===== config.mk =====
export PLATFORM = sky130hd
export DESIGN_NAME = distance_spike_reject_moving_average
export DESIGN_NICKNAME = d
export VERILOG_FILES = /design/src/rtl/dsrma_pkg.sv /design/src/rtl/dsrma_window_mem.sv /design/src/rtl/dsrma_divider.sv /design/src/rtl/distance_spike_reject_moving_average.sv
export SDC_FILE = /design/constraint.sdc
export NUM_CORES = 1
export LEC_CHECK = 0
export BUFFER_PORTS_ARGS = -buffer_cell sky130_fd_sc_hd__buf_4
export CORE_MARGIN = 1
export CORE_UTILIZATION = 45
export CTS_CLUSTER_SIZE = 14
export DETAILED_ROUTE_END_ITERATION = 8
export HOLD_SLACK_MARGIN = 0.12
export PLACE_DENSITY_LB_ADDON = 0.05
export SLEW_MARGIN = 10
export SYNTH_ARGS = -nofsm -noshare
export SYNTH_HDL_FRONTEND = slang
export SYNTH_HIERARCHICAL = 1
export SYNTH_SLANG_ARGS = --single-unit

===== constraint.sdc =====
create_clock -name aclk -period 6.8 [get_ports aclk]
set_clock_uncertainty 0.15 [all_clocks]
set_input_delay 0.34 -clock aclk [delete_from_list [all_inputs] [get_ports aclk]]
set_output_delay 0.34 -clock aclk [all_outputs]
set_load 0.005 [all_outputs]

===== src/rtl/dsrma_pkg.sv =====
// Shared constants, types and helpers of the distance spike-reject filter.
`default_nettype none

package dsrma_pkg;

    localparam int WINDOW_DEPTH   = 4;
    localparam int DISTANCE_BITS  = 16;

    localparam int DIST_BITS      = DISTANCE_BITS;
    localparam int CFG_BITS       = 16;
    localparam int PASS_BITS      = 4;
    localparam int OUT_BITS       = 16;
    localparam int CFG_INDEX_BITS = 2;
    localparam int CMP_BITS       = (DIST_BITS > CFG_BITS) ? DIST_BITS : CFG_BITS;
    localparam int SLOT_BITS      = (WINDOW_DEPTH > 1) ? $clog2(WINDOW_DEPTH) : 1;
    localparam int OCC_BITS       = $clog2(WINDOW_DEPTH + 1);
    localparam int SUM_BITS       = DIST_BITS + $clog2(WINDOW_DEPTH);

    // divider retires RADIX_BITS quotient bits per cycle
    localparam int RADIX_BITS     = 3;
    localparam int DIV_CYCLES     = (SUM_BITS + RADIX_BITS - 1) / RADIX_BITS;
    localparam int DIV_BITS       = DIV_CYCLES * RADIX_BITS;
    localparam int DIV_CNT_BITS   = $clog2(DIV_CYCLES + 1);

    localparam logic [CFG_BITS-1:0]  MIN_DIST_RESET  = CFG_BITS'(2);
    localparam logic [CFG_BITS-1:0]  MAX_DIST_RESET  = CFG_BITS'(400);
    localparam logic [CFG_BITS-1:0]  THRESHOLD_RESET = CFG_BITS'(100);
    localparam logic [PASS_BITS-1:0] PASS_RESET      = PASS_BITS'(3);

    typedef enum logic [CFG_INDEX_BITS-1:0] {
        REG_MIN_DIST  = 2'd0,
        REG_MAX_DIST  = 2'd1,
        REG_THRESHOLD = 2'd2,
        REG_PASS      = 2'd3
    } reg_index_t;

    typedef struct packed {
        logic                 en;
        logic [SLOT_BITS-1:0] addr;
        logic [DIST_BITS-1:0] data;
    } mem_wr_t;

    typedef struct packed {
        logic                start;
        logic [SUM_BITS-1:0] dividend;
        logic [OCC_BITS-1:0] divisor;
    } div_req_t;

    function automatic logic [OUT_BITS-1:0] to_out(input logic [DIST_BITS-1:0] v);
        logic [CMP_BITS-1:0] w;
        w = CMP_BITS'(v);
        return w[OUT_BITS-1:0];
    endfunction

endpackage

`default_nettype wire


===== src/rtl/dsrma_window_mem.sv =====
// Window storage: one write port, one registered read port.
`default_nettype none

module dsrma_window_mem (
    input  wire                          aclk,
    input  dsrma_pkg::mem_wr_t           wr,
    input  wire                          rd_en,
    input  wire [dsrma_pkg::SLOT_BITS-1:0] rd_addr,
    output logic [dsrma_pkg::DIST_BITS-1:0] rd_data
);
    import dsrma_pkg::*;

    logic [DIST_BITS-1:0] mem [WINDOW_DEPTH];
    logic [DIST_BITS-1:0] rd_data_reg;

    always_ff @(posedge aclk) begin
        if (wr.en) begin
            mem[wr.addr] <= wr.data;
        end
    end

    always_ff @(posedge aclk) begin
        if (rd_en) begin
            rd_data_reg <= mem[rd_addr];
        end
    end

    assign rd_data = rd_data_reg;

endmodule

`default_nettype wire


===== src/rtl/dsrma_divider.sv =====
// Iterative restoring divider: window sum by occupancy, a few bits per cycle.
`default_nettype none

module dsrma_divider (
    input  wire                            aclk,
    input  wire                            aresetn,
    input  dsrma_pkg::div_req_t            req,
    output logic                           done,
    output logic [dsrma_pkg::DIST_BITS-1:0] quotient
);
    import dsrma_pkg::*;

    logic [DIV_BITS-1:0]     num_reg, num_next;
    logic [OCC_BITS:0]       rem_reg, rem_next;
    logic [OCC_BITS-1:0]     dvs_reg;
    logic [DIV_CNT_BITS-1:0] cnt_reg;
    logic                    busy_reg;
    logic                    done_reg;

    // shift dividend bits into the remainder, quotient bits into the vacated LSBs
    always_comb begin
        num_next = num_reg;
        rem_next = rem_reg;
        for (int k = 0; k < RADIX_BITS; k++) begin
            rem_next = {rem_next[OCC_BITS-1:0], num_next[DIV_BITS-1]};
            num_next = {num_next[DIV_BITS-2:0], 1'b0};
            if (rem_next >= {1'b0, dvs_reg}) begin
                rem_next    = rem_next - {1'b0, dvs_reg};
                num_next[0] = 1'b1;
            end
        end
    end

    always_ff @(posedge aclk) begin
        if (!aresetn) begin
            busy_reg <= 1'b0;
            done_reg <= 1'b0;
            cnt_reg  <= '0;
        end else begin
            done_reg <= 1'b0;
            if (req.start) begin
                busy_reg <= 1'b1;
                cnt_reg  <= DIV_CNT_BITS'(DIV_CYCLES);
            end else if (busy_reg) begin
                cnt_reg <= cnt_reg - DIV_CNT_BITS'(1);
                if (cnt_reg == DIV_CNT_BITS'(1)) begin
                    busy_reg <= 1'b0;
                    done_reg <= 1'b1;
                end
            end
        end
    end

    always_ff @(posedge aclk) begin
        if (req.start) begin
            num_reg <= DIV_BITS'(req.dividend);
            rem_reg <= '0;
            dvs_reg <= req.divisor;
        end else if (busy_reg) begin
            num_reg <= num_next;
            rem_reg <= rem_next;
        end
    end

    assign done     = done_reg;
    assign quotient = num_reg[DIST_BITS-1:0];

endmodule

`default_nettype wire


===== src/rtl/distance_spike_reject_moving_average.sv =====
// Distance filter top level: range check, spike rejection, moving average.
//
// Input channel s_valid/s_ready/s_distance takes one raw reading per request.
// Result channel m_valid/m_ready carries m_filtered_distance, m_spike_seen and
// m_reading_accepted. A reading outside [min, max] yields no result.
// The block handles one reading at a time; s_ready is high only while idle.
// From input acceptance to m_valid, a reading that stays out of the window
// passes through S_CHECK and S_EMIT; one that enters it passes through
// S_CHECK, S_UPDATE, S_DIVIDE and S_EMIT, waiting in S_DIVIDE for the
// iterative divider, which retires 3 quotient bits per cycle. A dropped
// reading returns from S_CHECK to S_IDLE and frees the input.
// The result sits in an output register, so the next reading is taken while
// it waits; a stalled receiver holds the result and stops the next reading
// only when it is ready to be presented.
// Reset (aresetn, synchronous, active low) empties the window, clears the
// average and spike run, and restores the register defaults (2, 400, 100, 3).
// Registers are written through cfg_wr_en/cfg_index/cfg_data; the user must
// write them only while idle, as the block itself does not enforce this.
`default_nettype none

module distance_spike_reject_moving_average (
    input  wire                                  aclk,
    input  wire                                  aresetn,
    input  wire                                  cfg_wr_en,
    input  wire [dsrma_pkg::CFG_INDEX_BITS-1:0]  cfg_index,
    input  wire [dsrma_pkg::CFG_BITS-1:0]        cfg_data,
    input  wire                                  s_valid,
    output logic                                 s_ready,
    input  wire [dsrma_pkg::DIST_BITS-1:0]       s_distance,
    output logic                                 m_valid,
    input  wire                                  m_ready,
    output logic [dsrma_pkg::OUT_BITS-1:0]       m_filtered_distance,
    output logic                                 m_spike_seen,
    output logic                                 m_reading_accepted
);
    import dsrma_pkg::*;

    typedef enum logic [4:0] {
        S_IDLE   = 5'b00001,
        S_CHECK  = 5'b00010,
        S_UPDATE = 5'b00100,
        S_DIVIDE = 5'b01000,
        S_EMIT   = 5'b10000
    } state_t;

    state_t                state_reg, state_next;
    logic [CFG_BITS-1:0]   min_reg, max_reg, thr_reg;
    logic [PASS_BITS-1:0]  pass_reg;
    logic [DIST_BITS-1:0]  din_reg;
    logic [DIST_BITS-1:0]  avg_reg, avg_next;
    logic [SUM_BITS-1:0]   sum_reg, sum_next;
    logic [OCC_BITS-1:0]   occ_reg, occ_next;
    logic [SLOT_BITS-1:0]  oldest_reg, oldest_next;
    logic [PASS_BITS-1:0]  run_reg, run_next;
    logic                  spike_reg, spike_next;
    logic                  accept_reg, accept_next;
    logic                  m_valid_reg, m_valid_next;
    logic [OUT_BITS-1:0]   m_dist_reg;
    logic                  m_spike_reg, m_accept_reg;
    logic                  load_out;

    logic [CMP_BITS-1:0]   d_w, diff_w;
    logic [DIST_BITS-1:0]  diff;
    logic                  in_range, is_spike;
    logic [PASS_BITS:0]    run_inc;
    logic                  full;
    logic [SLOT_BITS:0]    slot_sum;
    logic [SLOT_BITS-1:0]  append_slot;

    mem_wr_t               mem_wr;
    logic                  mem_rd_en;
    logic [DIST_BITS-1:0]  mem_rd_data;
    div_req_t              div_req;
    logic                  div_done;
    logic [DIST_BITS-1:0]  div_quot;

    dsrma_window_mem u_mem (
        .aclk    (aclk),
        .wr      (mem_wr),
        .rd_en   (mem_rd_en),
        .rd_addr (oldest_reg),
        .rd_data (mem_rd_data)
    );

    dsrma_divider u_div (
        .aclk     (aclk),
        .aresetn  (aresetn),
        .req      (div_req),
        .done     (div_done),
        .quotient (div_quot)
    );

    // decision datapath
    assign d_w      = CMP_BITS'(din_reg);
    assign in_range = (d_w >= CMP_BITS'(min_reg)) && (d_w <= CMP_BITS'(max_reg));
    assign diff     = (avg_reg > din_reg) ? (avg_reg - din_reg) : (din_reg - avg_reg);
    assign diff_w   = CMP_BITS'(diff);
    assign is_spike = diff_w > CMP_BITS'(thr_reg);
    assign run_inc  = {1'b0, run_reg} + (PASS_BITS + 1)'(1);
    assign full     = occ_reg == OCC_BITS'(WINDOW_DEPTH);

    // next free slot behind the oldest one, wrapped
    assign slot_sum = (SLOT_BITS + 1)'(oldest_reg) + (SLOT_BITS + 1)'(occ_reg);
    always_comb begin
        if (slot_sum >= (SLOT_BITS + 1)'(WINDOW_DEPTH)) begin
            append_slot = SLOT_BITS'(slot_sum - (SLOT_BITS + 1)'(WINDOW_DEPTH));
        end else begin
            append_slot = SLOT_BITS'(slot_sum);
        end
    end

    assign load_out = (state_reg == S_EMIT) && (!m_valid_reg || m_ready);

    always_comb begin
        state_next       = state_reg;
        avg_next         = avg_reg;
        sum_next         = sum_reg;
        occ_next         = occ_reg;
        oldest_next      = oldest_reg;
        run_next         = run_reg;
        spike_next       = spike_reg;
        accept_next      = accept_reg;
        m_valid_next     = m_valid_reg;
        mem_rd_en        = 1'b0;
        mem_wr.en        = 1'b0;
        mem_wr.addr      = append_slot;
        mem_wr.data      = din_reg;
        div_req.start    = 1'b0;
        div_req.dividend = sum_reg;
        div_req.divisor  = occ_reg;
        s_ready          = state_reg == S_IDLE;

        if (m_valid_reg && m_ready) begin
            m_valid_next = 1'b0;
        end

        case (state_reg)
            S_IDLE: begin
                if (s_valid) begin
                    state_next = S_CHECK;
                end
            end
            S_CHECK: begin
                if (!in_range) begin
                    // drop: no result, no state change
                    state_next = S_IDLE;
                end else begin
                    spike_next = is_spike;
                    if (is_spike && (run_inc <= {1'b0, pass_reg})) begin
                        run_next    = run_inc[PASS_BITS-1:0];
                        accept_next = 1'b0;
                        state_next  = S_EMIT;
                    end else begin
                        run_next    = '0;
                        accept_next = 1'b1;
                        mem_rd_en   = 1'b1;
                        state_next  = S_UPDATE;
                    end
                end
            end
            S_UPDATE: begin
                mem_wr.en = 1'b1;
                if (full) begin
                    // replace the oldest reading and advance past it
                    mem_wr.addr = oldest_reg;
                    sum_next    = sum_reg - SUM_BITS'(mem_rd_data) + SUM_BITS'(din_reg);
                    if (oldest_reg == SLOT_BITS'(WINDOW_DEPTH - 1)) begin
                        oldest_next = '0;
                    end else begin
                        oldest_next = oldest_reg + SLOT_BITS'(1);
                    end
                end else begin
                    sum_next = sum_reg + SUM_BITS'(din_reg);
                    occ_next = occ_reg + OCC_BITS'(1);
                end
                div_req.start    = 1'b1;
                div_req.dividend = sum_next;
                div_req.divisor  = occ_next;
                state_next       = S_DIVIDE;
            end
            S_DIVIDE: begin
                if (div_done) begin
                    avg_next   = div_quot;
                    state_next = S_EMIT;
                end
            end
            S_EMIT: begin
                if (load_out) begin
                    m_valid_next = 1'b1;
                    state_next   = S_IDLE;
                end
            end
            default: begin
                state_next = S_IDLE;
            end
        endcase
    end

    always_ff @(posedge aclk) begin
        if (!aresetn) begin
            state_reg   <= S_IDLE;
            avg_reg     <= '0;
            sum_reg     <= '0;
            occ_reg     <= '0;
            oldest_reg  <= '0;
            run_reg     <= '0;
            m_valid_reg <= 1'b0;
        end else begin
            state_reg   <= state_next;
            avg_reg     <= avg_next;
            sum_reg     <= sum_next;
            occ_reg     <= occ_next;
            oldest_reg  <= oldest_next;
            run_reg     <= run_next;
            m_valid_reg <= m_valid_next;
        end
    end

    always_ff @(posedge aclk) begin
        if (!aresetn) begin
            min_reg  <= MIN_DIST_RESET;
            max_reg  <= MAX_DIST_RESET;
            thr_reg  <= THRESHOLD_RESET;
            pass_reg <= PASS_RESET;
        end else if (cfg_wr_en) begin
            case (reg_index_t'(cfg_index))
                REG_MIN_DIST:  min_reg  <= cfg_data;
                REG_MAX_DIST:  max_reg  <= cfg_data;
                REG_THRESHOLD: thr_reg  <= cfg_data;
                REG_PASS:      pass_reg <= cfg_data[PASS_BITS-1:0];
                default: begin
                end
            endcase
        end
    end

    // payload registers
    always_ff @(posedge aclk) begin
        if (s_valid && s_ready) begin
            din_reg <= s_distance;
        end
        spike_reg  <= spike_next;
        accept_reg <= accept_next;
        if (load_out) begin
            m_dist_reg   <= to_out(avg_reg);
            m_spike_reg  <= spike_reg;
            m_accept_reg <= accept_reg;
        end
    end

    assign m_valid             = m_valid_reg;
    assign m_filtered_distance = m_dist_reg;
    assign m_spike_seen        = m_spike_reg;
    assign m_reading_accepted  = m_accept_reg;

endmodule

`default_nettype wire


==> metrics.cfg, run 1 <==
[placement]
detailed_place_hpwl_mm=29.4
portBuffers=58
globalplace.congestion=0.863

[routing]
routed-via-count=10500
wl_mm=38.4
drtAntennaViolNets=0
firstDrtPassIters=4
via_per_inst=5.30
wl_per_cell_um=19.4
drtIter0Drc=724
drc=0

[clock_network]
cts_tree=yes
htreeDepth=1
clk_path_buf_depth=3
cts_setup_buffers=0
clock_latency_ns=0.58
root_buffer=clkbuf_16
cts_made_buffers=28
clk_pin_slew_ns=0.06
clkSinkCount=246

[yosys]
yosysWarnings=6
synth.avg_cell_area_um2=10.1
synthCells=1454
ys_ff_latch=246
netlist.area_leader.share=0.281
synth_nets=1648
synthTopCellsByArea=edfxtp_1, dfxtp_1, ha_1
ys_types=87
netlist_area_um2=14600
synth-async-reset-ratio=0
synth_edf_count=137
yosys.area.top_type=edfxtp_1
synth_ff_type=edfxtp_1
yosysSeqAreaShare=0.430

[global_route]
grt_pass1_vias=10200
antenna_found_initial=0
grt_max_degree=63
grt_pass1_wl_mm=59.7
grt_overflow=0
track_usage=0.235

[die]
die-area_um2=33200
pin_count=59
core_um2=31800
initial_utilization=0.460
die_h_um=182
row_count=65
die_width_um=182

[timing]
setup_tns_ns=0
tightest_slew_ns=1.02
finalCritPeriodShare=0.818
max_freq_ghz=0.180
slew_headroom=0.321
final_max_slew_viol_count=0
finalHoldViolCount=0
rsz0062_at_grt=no
setup-violations-final=0
min_period_ns=5.56

[worst_setup_path]
worstSetupStartpointType=flop
crit_type=reg2reg
cp-end-kind=flop
worstPathArrival_ns=5.89
required_ns=7.12
reg2reg_slack_ns=1.24
crit_path_max_fanout=17

[finish]
areaGrowthSynthToFinish_pct=13.7
fillers=2880
largest_reg_flops=64
nNetsFinal=1718
drive_gt1_frac=0.114
utilization=0.523
layout_commonest_cell=nand2_1
layout_common_cells=nand2_1, inv_1, edfxtp_1, a21oi_1, ha_1
diodes=0

[power]
leakage_uw=0.00663
p_total_uw=3560
peakVddDrop_v=0.000188
power.density_nw_per_um2=214

[run]
maxCapViolations=0

[outcome]
outcome=finished, final reports clean

[hold_path]
hp-class=in2reg

[power breakdown]
group	switching, µW	internal, µW
clock network	623	856
registers	32.1	1590
logic	263	192
total	919	2640
[per-layer routing]
layer / global-route usage / wire length [µm] / up-vias / part of all wire
li1: - / - / 5240 / -
met1: 0.327 / 18400 / 5019 / 0.48
met2: 0.394 / 18100 / 195 / 0.47
met3: 0.0251 / 1200 / 47 / 0.031
met4: 0.0497 / 745 / 0 / 0.019
met5: 0 / 0 / - / 0
[path summary, 6_finish.rpt]
check	endpoint	cells after the start	startpoint
setup / recovery	state_reg[2]$_SDFFE_PN0P_	20	d_w[6]$_DFFE_PP_
hold / removal	min_reg[2]$_SDFFE_PN0P_	5	cfg_index[1]
setup reg to reg	state_reg[2]$_SDFFE_PN0P_	20	d_w[6]$_DFFE_PP_
hold reg to reg	max_reg[13]$_SDFFE_PN0P_	2	max_reg[13]$_SDFFE_PN0P_
[area by class of cell]
| class | count | area (µm²) | share of cell area |
|---|---|---|---|
| multi-input cells | 969 | 7310 | 0.439 |
| flip-flops and latches | 246 | 6300 | 0.378 |
| well taps | 435 | 544 | 0.0327 |
| clock inverters | 13 | 125 | 0.00752 |
| inverters | 167 | 627 | 0.0377 |
| clock buffers | 39 | 792 | 0.0476 |
| repair buffers | 112 | 943 | 0.0567 |
[metrics by stage]
| step | cells | hold WS, ns | area, µm² | setup slack [ns] |
|---|---|---|---|---|
| 3_5_place_dp | 1888 | 0.291 | 15300 | 1.24 |
| 6_report | 1981 | 0.162 | 16600 | 1.24 |
| 4_1_cts | 1981 | 0.135 | 16600 | 1.23 |
| 5_1_grt | 1981 | 0.164 | 16600 | 0.842 |
| 2_1_floorplan | 1454 | 0.250 | 14600 | 1.79 |
| 3_3_place_gp | 1888 | 0.291 | 15300 | 1.40 |
[synth_stat cells, types with 22 or more instances]
| cell type | n |
|---|---|
| nand2_1 | 174 |
| inv_1 | 166 |
| edfxtp_1 | 137 |
| a21oi_1 | 136 |
| ha_1 | 133 |
| dfxtp_1 | 109 |
| nor2_1 | 61 |
| o21ai_0 | 36 |
| a21o_1 | 32 |
| clkbuf_1 | 31 |
| nand3_1 | 25 |
| xnor2_1 | 24 |
| fa_1 | 22 |
[cell families after synthesis]
kind of cell,Yosys count,synth area share
multiplexers,55,0.0562
buffers and inverters,239,0.0712
XOR/XNOR,45,0.0269
adder cells (fa/ha/maj),155,0.144
AO/OA/AOI/OAI,324,0.143
AND/OR/NAND/NOR,390,0.129
flip-flops,246,0.430
[critical path, stage by stage (launching register included)]
cell	delay, ns
edfxtp_1	0.55
ha_1	0.62
nand2_1	0.21
o21ai_1	0.18
nand3_1	0.12
a21oi_2	0.48
buf_4	0.34
mux2i_2	0.35
o21ai_2	0.11
a21oi_2	0.15
xnor2_1	0.10
ha_1	0.31
and3_1	0.14
nand3_1	0.11
a2111oi_0	0.37
a211oi_1	0.09
o21a_1	0.13
and4b_1	0.44
nor2b_1	0.08
buf_4	0.22
and2_1	0.18
[what timing repair did]
| action | 4_1_cts | 5_1_grt |
|---|---|---|
| hold endpoints to repair | 73 | 0 |
| hold buffers | 41 | 0 |
| resized for setup | 0 | 0 |
| setup endpoints to repair | 0 | 0 |
(Power assumes the default switching activity.)
==> run 2, diff against run 1 <==
==> constraint.sdc (replaced) <==
create_clock -name aclk -period 5.4 [get_ports aclk]
set_clock_uncertainty 0.15 [all_clocks]
set_input_delay 0.27 -clock aclk [delete_from_list [all_inputs] [get_ports aclk]]
set_output_delay 0.27 -clock aclk [all_outputs]
set_load 0.005 [all_outputs]
==> run 2 against run 1 <==
Compared with the run above:
- register-to-register slack worse by 0.82 ns
- critical path depth down 2
- cell area increased by 1.7%
- critical path type unchanged
- wire length rose by 6.9%
- largest power group unchanged
==> metrics.cfg, run 2 (synthesis results as in run 1) <==
[outcome]
outcome=finished, final reports clean

[die]
die-area_um2=33200
pin_count=59
row_count=65
initial_utilization=0.460
core_um2=31800
die_width_um=182
die_h_um=182

[finish]
layout_commonest_cell=nand2_1
postLayoutCellArea_um2=16900
layout_common_cells=nand2_1, inv_1, edfxtp_1, a21oi_1, ha_1
largest_reg_flops=64
drive_gt1_frac=0.127
instances_no_fill=2016
areaGrowthSynthToFinish_pct=15.7
nNetsFinal=1752
fillers=2886

[clock_network]
cts_setup_buffers=0
clk_path_buf_depth=3
clkSinkCount=246
clock_latency_ns=0.56
cts_made_buffers=28
clk_pin_slew_ns=0.06
htreeDepth=1
cts_tree=yes
root_buffer=clkbuf_16

[worst_setup_path]
crit_path_max_fanout=17
crit_path_cell_trace=ha_1 > o21ai_1 > o211ai_1 > nand3_1 > a21oi_2 > buf_4 > mux2_4 > a21oi_2 > xnor2_1 > ha_1 > and3_1 > nand3_1 > a2111oi_0 > a211oi_1 > o21a_1 > and4b_1 > nor2b_1 > buf_4
reg2reg_slack_ns=0.41
crit_type=reg2reg
required_ns=5.49
cp-end-kind=flop
slowest_delay_ns=0.62
rr_endpoint=u_mem/rd_data[11]$_DFFE_PP_
worstSetupStartpointType=flop
reg2reg_from=d_w[4]$_DFFE_PP_
worstPathArrival_ns=5.08
ff2ff_path_depth=18
cp_slowest_cell=edfxtp_1

[placement]
globalplace.congestion=0.911
dp_slack_ns=0.384
dp_cells=1915
placed_area_um2=15500
portBuffers=58
detailed_place_hpwl_mm=31.0

[timing]
fin_ws_ns=0.413
slew_headroom=0.188
min_period_ns=4.99
setup_tns_ns=0
setup-violations-final=0
holdWs_ns=0.285
finalCritPeriodShare=0.923
final_max_slew_viol_count=0
tightest_slew_ns=1.21
max_freq_ghz=0.201
rsz0062_at_grt=no
finalHoldViolCount=0

[routing]
drc=0
via_per_inst=5.39
firstDrtPassIters=5
drtIter0Drc=801
wl_mm=41.0
wl_per_cell_um=20.4
drtAntennaViolNets=0
routed-via-count=10900

[power]
peakVddDrop_v=0.000225
leakage_uw=0.00679
power.density_nw_per_um2=269

[global_route]
track_usage=0.251
grt_pass1_wl_mm=62.6
grt_overflow=0
grt_max_degree=45
antenna_found_initial=3
grt_pass1_vias=10600

[run]
maxCapViolations=0

[hold_path]
min_to=d_w[1]$_DFFE_PP_
hold_start=s_distance[1]
hp-class=in2reg
holdPathStages=2

## run 2: cell types whose count changed in the layout (fill, tap and decap cells not counted), moves of 4 or more
| cell | before | now |
|---|---|---|
| clkinv_2 | 5 | 0 |
| clkbuf_1 | 6 | 10 |
| buf_4 | 71 | 98 |
| dlygate4sd3_1 | 41 | 48 |
## run 2: critical path, delay by kind of cell, from the launching register on
family	cells	cell delay, ns
compound gates	7	1.38
fa+ha+maj	2	0.76
simple gates	5	0.74
flops	1	0.62
buf+inv	2	0.54
mux	1	0.32
xor+xnor	1	0.14
## run 2: layout make-up
cell class,instances,area [µm²],share of cell area
Clock inverter,10,134,0.00791
Sequential cell,246,6300,0.372
Timing Repair Buffer,146,1220,0.0719
Multi-Input combinational cell,969,7310,0.432
Antenna cell,1,2.50,0.000148
Inverter,167,627,0.0370
Tap cell,435,544,0.0322
Clock buffer,42,793,0.0469
## run 2: metal layers
layer / share of wire / vias to the layer above / track usage
li1: - / 5323 / -
met1: 0.47 / 5214 / 0.353
met2: 0.45 / 279 / 0.401
met3: 0.054 / 47 / 0.0421
met4: 0.023 / 0 / 0.0618
met5: 0 / - / 0
## run 2: repair_timing
item                       4_1_cts  5_1_grt
resized for setup                0        1
setup endpoints to repair        0        1
hold buffers                    48        0
hold endpoints to repair        95        0
## run 2: worst max path at each step
stage,start,end,slack [ns],cells past startpoint
after detailed placement,u_div/dvs_reg[0]$_DFFE_PP_,u_div/rem_reg[0]$_SDFFE_PP0P_,0.38,18
after global routing,u_div/num_reg[17]$_DFFE_PP_,u_div/rem_reg[0]$_SDFFE_PP0P_,0.07,20
final,d_w[4]$_DFFE_PP_,u_mem/rd_data[11]$_DFFE_PP_,0.41,18
after floorplan,d_w[1]$_DFFE_PP_,u_mem/rd_data[0]$_DFFE_PP_,0.39,19
after global placement,u_div/dvs_reg[0]$_DFFE_PP_,u_div/rem_reg[0]$_SDFFE_PP0P_,0.39,18
after CTS,u_div/dvs_reg[0]$_DFFE_PP_,u_div/rem_reg[0]$_SDFFE_PP0P_,0.35,18
## run 2: stage by stage
step	power, µW	util
3_5_place_dp	2670	0.488
4_1_cts	4590	0.532
5_1_grt	4740	0.532
3_3_place_gp	2660	0.488
6_report	4550	0.532
2_1_floorplan	2480	-
## run 2: where the power goes
part | internal (µW) | switching (µW)
registers | 2010 | 30.1
clock network | 1120 | 777
logic | 261 | 360
total | 3380 | 1170
